--- src/cau_pkg.sv ---
package cau_pkg;

	localparam int WORD_BITS = 32;
	localparam int FRAC_BITS = 16;
	localparam int PW        = 2 * WORD_BITS;
	localparam int XW        = PW + 2;
	localparam int DIV_STEPS = PW + FRAC_BITS;
	localparam int CNT_W     = $clog2(DIV_STEPS + 1);
	localparam int Q_DEPTH   = 4;
	localparam int QA_W      = $clog2(Q_DEPTH);
	localparam int QC_W      = $clog2(Q_DEPTH + 1);

	localparam logic signed [XW-1:0] SMAX = {{(XW-WORD_BITS+1){1'b0}}, {(WORD_BITS-1){1'b1}}};
	localparam logic signed [XW-1:0] SMIN = {{(XW-WORD_BITS+1){1'b1}}, {(WORD_BITS-1){1'b0}}};

	typedef logic signed [WORD_BITS-1:0] word_t;

	typedef enum logic [2:0] {
		CMD_ADD, CMD_SUB, CMD_MUL, CMD_DIV, CMD_CONJ, CMD_NEG, CMD_SCALE, CMD_MAG
	} cmd_t;

	typedef struct packed {
		cmd_t  cmd;
		word_t ar;
		word_t ai;
		word_t br;
		word_t bi;
		logic  iter;
		logic  dz;
	} item_t;

	typedef struct packed {
		logic run;
		logic done;
	} itr_stat_t;

	typedef struct packed {
		logic                   neg_re;
		logic                   neg_im;
		logic [WORD_BITS+1:0]   mag_re;
		logic [WORD_BITS+1:0]   mag_im;
		logic [WORD_BITS-1:0]   root;
	} itr_res_t;

	typedef struct packed {
		word_t v;
		logic  ovf;
	} sat_t;

	function automatic sat_t saturate(input logic signed [XW-1:0] v);
		sat_t r;
		if (v > SMAX) begin
			r.v   = SMAX[WORD_BITS-1:0];
			r.ovf = 1'b1;
		end else if (v < SMIN) begin
			r.v   = SMIN[WORD_BITS-1:0];
			r.ovf = 1'b1;
		end else begin
			r.v   = v[WORD_BITS-1:0];
			r.ovf = 1'b0;
		end
		return r;
	endfunction

endpackage

--- src/cau_front.sv ---
module cau_front (
	input  logic                               clk,
	input  logic                               arst_n,
	input  logic                               start,
	output logic                               busy,
	input  logic [2:0]                         cmd,
	input  logic signed [cau_pkg::WORD_BITS-1:0] a_real,
	input  logic signed [cau_pkg::WORD_BITS-1:0] a_imag,
	input  logic signed [cau_pkg::WORD_BITS-1:0] b_real,
	input  logic signed [cau_pkg::WORD_BITS-1:0] b_imag,
	output logic                               head_valid,
	output cau_pkg::item_t                     head,
	input  logic                               pop
);
	import cau_pkg::*;

	item_t           mem_q [Q_DEPTH];
	logic [QA_W-1:0] rd_q, wr_q;
	logic [QC_W-1:0] cnt_q;
	logic            push, zb;
	item_t           nxt;

	assign busy       = (cnt_q == QC_W'(Q_DEPTH));
	assign push       = start && !busy;
	assign head_valid = (cnt_q != '0);
	assign head       = mem_q[rd_q];

	always_comb begin
		zb       = (b_real == '0) && (b_imag == '0);
		nxt.cmd  = cmd_t'(cmd);
		nxt.ar   = a_real;
		nxt.ai   = a_imag;
		nxt.br   = b_real;
		nxt.bi   = b_imag;
		nxt.iter = (nxt.cmd == CMD_MAG) || ((nxt.cmd == CMD_DIV) && !zb);
		nxt.dz   = (nxt.cmd == CMD_DIV) && zb;
	end

	always_ff @(posedge clk) begin
		if (push) begin
			mem_q[wr_q] <= nxt;
		end
	end

	always_ff @(posedge clk or negedge arst_n) begin
		if (!arst_n) begin
			rd_q  <= '0;
			wr_q  <= '0;
			cnt_q <= '0;
		end else begin
			if (push) begin
				wr_q <= wr_q + 1'b1;
			end
			if (pop) begin
				rd_q <= rd_q + 1'b1;
			end
			if (push && !pop) begin
				cnt_q <= cnt_q + 1'b1;
			end else if (pop && !push) begin
				cnt_q <= cnt_q - 1'b1;
			end
		end
	end

endmodule

--- config.mk ---
export PLATFORM = sky130hd
export DESIGN_NAME = cau_front
export DESIGN_NICKNAME = d
export VERILOG_FILES = /design/src/cau_pkg.sv /design/src/cau_front.sv
export SDC_FILE = /design/constraint.sdc
export NUM_CORES = 1
export LEC_CHECK = 0
export ABC_AREA = 1
export BUFFER_PORTS_ARGS = -buffer_cell sky130_fd_sc_hd__buf_4
export CAP_MARGIN = 20
export CORE_ASPECT_RATIO = 2
export CORE_MARGIN = 2
export CORE_UTILIZATION = 50
export DETAILED_ROUTE_END_ITERATION = 7
export PLACE_DENSITY = 0.76
export RECOVER_POWER = 100
export SETUP_SLACK_MARGIN = 0.4
export SLEW_MARGIN = 5
export SYNTH_ARGS = -nofsm -noshare
export SYNTH_HDL_FRONTEND = slang
export SYNTH_SLANG_ARGS = --single-unit
--- constraint.sdc ---
create_clock -name clk -period 6.9 [get_ports clk]
set_clock_uncertainty 0.1 [all_clocks]
set_input_delay 0 -clock clk [delete_from_list [all_inputs] [get_ports clk]]
set_output_delay 0 -clock clk [all_outputs]
set_load 0.03 [all_outputs]
Word-level counts from Yosys, hierarchy flattened
Memories as Yosys holds them, arrays and structs flattened.
Cells that the tools add are included.
{"block": "word_totals", "regBits": 7, "ram_bits": 532, "inputBits": 135, "memories": 1}
{"name": "mem_q", "depth": 4, "width": 133, "read_ports": 1, "rd_clocked_by_memory_dff": 0, "wr": 1, "line_no": "cau_front.sv:17", "text": "item_t mem_q [Q_DEPTH];"}
{"block": "classes", "add_sub_neg": 4, "n_eq_ne": 3, "n_mux": 4, "reduce_logical": 15}
{"op": "$logic_not A32 Y1", "count": 2}
{"op": "$eq A3 B3 Y1 const B", "count": 2}
{"op": "$logic_and A1 B1 Y1", "count": 6}
{"op": "$mux W3", "count": 2}
{"op": "$add A2 B1 Y2 const B", "count": 2}
{"op": "$logic_not A1 Y1", "count": 4}
{"op": "$add A3 B1 Y3 const B", "count": 1}
{"op": "$eq A3 B2 Y1 const B", "count": 1}
{"op": "$reduce_bool A3 Y1", "count": 1}
{"op": "$sub A3 B1 Y3 const B", "count": 1}
{"op": "$mux W1", "count": 2}
{"op": "$reduce_bool A2 Y1", "count": 1}
{"op": "$logic_or A1 B1 Y1", "count": 1}

Logic depth before layout (Yosys ltp)
{"block": "logic_depth", "word_depth": 7, "mapped_depth": 11}

Worst setup path before layout
No wires, ideal clock.
{"block": "synth_timing", "path_kind": "register to register", "startpoint": "register cnt_q[0]", "endpoint": "memory mem_q[0][0] (netlist bit) (enable)", "arrival_time_ns": 6.506, "required_ns": 6.173, "slack_ns": -0.333, "stages_incl_launch_ff": 5, "n_path_buf": 1, "synth_period_minus_slack_ns": 7.233, "cell_sequence": "dfrtp_1 > nor3_1 > or2_1 > buf_2 > nor2_1"}
{"block": "synth_between", "elab_chain_len": 5}
{"element": "start, declared", "line_no": "cau_front.sv:19", "text": "logic [QC_W-1:0] cnt_q;"}
{"element": "start signal, assigned", "line_no": "cau_front.sv:58", "text": "cnt_q <= cnt_q + 1'b1;"}
{"element": "start signal, assigned", "line_no": "cau_front.sv:60", "text": "cnt_q <= cnt_q - 1'b1;"}
{"element": "$eq A3 B3 Y1", "line_no": "cau_front.sv:23", "text": "assign busy = (cnt_q == QC_W'(Q_DEPTH));"}
{"element": "named net busy", "line_no": "cau_front.sv:5", "text": "output logic busy,"}
{"element": "$logic_not A1 Y1", "line_no": "cau_front.sv:24", "text": "assign push = start && !busy;"}
{"element": "$logic_and A1 B1 Y1", "line_no": "cau_front.sv:24"}
{"element": "$mux W1", "line_no": "cau_front.sv:40", "text": "if (push) begin"}
{"element": "$mux W1 (implied by the code)", "line_no": "cau_front.sv:41", "text": "mem_q[wr_q] <= nxt;"}
{"element": "end, declared", "line_no": "cau_front.sv:17"}
The timed path passes the listed nets, and every way through them passes these cells.

==> impl_metrics.ini <==
[cts]
cts_tree = built
numClockSinks = 539
h-tree-depth = 2
cts_resized = 0
cts_buffers = 45
cts_setup_buffers = 0
clkLatencyLatePin_ns = 0.55
path_clk_slew_ns = 0.06
root_buffer = clkbuf_16
clk_path_buf_depth = 3

[floorplan]
io_pins = 270
die_height_um = 289.8
fp.dieW_um = 146.9
core_sq_um = 40340
start_util_pct = 50.64
num_rows = 104
dieArea_sq_um = 42590

[synthesis]
synth_top_area_cell = edfxtp_1
async_reset_ff_share_pct = 1.299
synth_edf_count = 532
synth.top_cell.area_share_pct = 78.21
synthTopCellsByCount = 532 x edfxtp_1, 315 x nor2_1, 217 x o21ai_0
synth_warnings = 0
synth.most_common_cell = edfxtp_1
yosys.cell_types.count = 24
syn_nets = 1541
syn_inst = 1400
synthTopCellsByArea = edfxtp_1 78%, nor2_1 5.8%, o21ai_0 5.3%
ys.flop_type = edfxtp_1
yosysSeqAreaShare_pct = 79.06
ys_seq_elements = 539
syn-mean-instance-area_sq_um = 14.59
synth_area_sq_um = 20430

[global_routing]
grt_pass1_wl_um = 73090
grt_busiest_layer = met2
met2_usage_pct = 41.72
overflow = 0
met1_usage_pct = 23.68
grt_max_degree = 179
antenna_found_initial = 6
grt_usage_pct = 22.21
grt_pass1_vias = 13641
use_met3_pct = 3.695

[sta]
fin_hold_ws_ns = -0.01338
setup_violations = 0
min_period_ns = 5.259
hold_viol_final = 1
worstMarginPinSlew_ns = 4.059
finalWorstSetupSlack_ns = 1.641
rsz0062_at_grt = false
fmaxAchievable_mhz = 190.1
slew_headroom_pct = -170.6
finalCritPeriodShare_pct = 76.22
slew_violations = 488

[pwr]
power_density_nw_per_um2 = 471.0
ir_drop_v = 0.0003021
leakage_nw = 7.882

[min_path]
hold_path_class = in2reg

[routing]
ant_nets = 0
vias_per_cell = 5.618
vias = 13180
drt_iter0_markers = 968
drt-pass1-iter-count = 5
routed_wl_um = 48400
post_drt_wl_per_cell_um = 20.63
drc_errors = 0

[layout]
finalCoreUtilization_pct = 60.78
fin_nets = 1914
drive_above_1_share_pct = 5.470
fill_cells = 3158
area_growth_pct = 20.02

[placement]
dp_worst_setup_slack_ns = 3.488
numPortBuffers = 269
finalWeightedCongestion = 0.7870
hpwl_um = 26170

[worst_setup_path]
cp_cell_sequence = clkbuf_1, o21ai_0, o22ai_1, clkbuf_1
crit_required_ns = 6.80
worstPathArrival_ns = 5.16
path_class = reg2out
endpoint_kind = output pin
cp_slowest_cell = clkbuf_1
cpMostUsedCell = clkbuf_1
cp-start-kind = flip-flop
crit_path_max_fanout = 74
slowest_delay_ns = 2.22

[status]
violations = hold timing, capacitance limit, slew limit
outcome = finished, violations left

[job]
cap_viol_max_count = 9
state kept, by name, indices dropped and copies added (netlist names):
name   flops
mem_q    532
cnt_q      3
rd_q       2
wr_q       2
per-stage QoR:
stage          instance area, sq um  cells  setup TNS (ns)  power (W)
2_1_floorplan                 20430   1400         -132.54   0.007845
3_3_place_gp                  22660   2122               0   0.009343
3_5_place_dp                  22660   2122               0   0.009468
4_1_cts                       25520   2340               0    0.01213
5_1_grt                       24510   2345               0    0.01209
6_report                      24520   2346               0    0.01155
final timing paths:
kind	start	end	depth (start not counted)	slack (ns)
max	rd_q[1]	head[85]	4	1.64
min	start	wr_q[0]	4	-0.01
max reg2reg	cnt_q[0]	mem_q[3][83]	4	1.74
min reg2reg	cnt_q[0]	cnt_q[0]	1	0.48
max in group asynchronous	arst_n	rd_q[0]	3	6.07
min in group asynchronous	arst_n	wr_q[1]	3	0.34
cell families after synthesis:
family / synth area share (%)
AND/OR/NAND/NOR: 6.364
XOR/XNOR: 0.2144
multiplexers: 0.05512
AO/OA/AOI/OAI: 10.66
adder cells (fa/ha/maj): 0.4043
flip-flops: 79.06
buffers and inverters: 3.234
worst max-delay path, delay by kind of cell, from the launching register on:
kind	cells	cell delay, ns
buffers and inverters	2	2.57
AOI/OAI and AO/OA	2	0.91
DFF	1	1.01
repair_timing:
action / CTS / global route
setup endpoints to repair: 0 / 0
hold buffers: 134 / 0
endpoints found under the hold margin: 544 / 0
report_power, final:
group | leakage, nW | switching [W] | internal, W
sequential | 4.95 | 0.000295 | 0.00434
combinational | 2.17 | 0.00334 | 0.000967
clock | 0.758 | 0.00113 | 0.00148
total | 7.88 | 0.00477 | 0.00678
placed cells by master (no fill, tap or decap), types with 2 or more instances in the layout:
cell	instances
edfxtp_1	532
nor2_1	315
clkbuf_1	264
o21ai_0	218
dlygate4sd3_1	134
o22ai_1	133
o21ai_1	50
clkbuf_16	47
nand2_1	27
clkinv_2	15
inv_1	12
buf_4	12
diode_2	6
bufinv_16	6
clkinv_1	6
ha_1	5
dfrtp_1	5
xor2_1	4
inv_6	4
clkbuf_2	4
clkinvlp_4	2
buf_12	2
dfrtp_4	2
final cells by class:
class	count	area (sq um)	area share, %
Multi-Input combinational cell	759	3616	14.75
Antenna cell	6	15.01	0.06124
Inverter	14	62.56	0.2552
Clock inverter	34	336.6	1.373
Tap cell	530	663.1	2.705
Sequential cell	539	16160	65.90
Timing Repair Buffer	414	2479	10.11
Clock buffer	50	1187	4.843
metal layers:
layer	vias to the layer above	part of all wire, %	routed length (um)
li1	5989	-	-
met5	-	0.027	13
met3	125	6.2	2996
met2	556	54	26340
met1	6508	35	16880
met4	2	4.5	2168
Power figures use the tool's default switching activity.
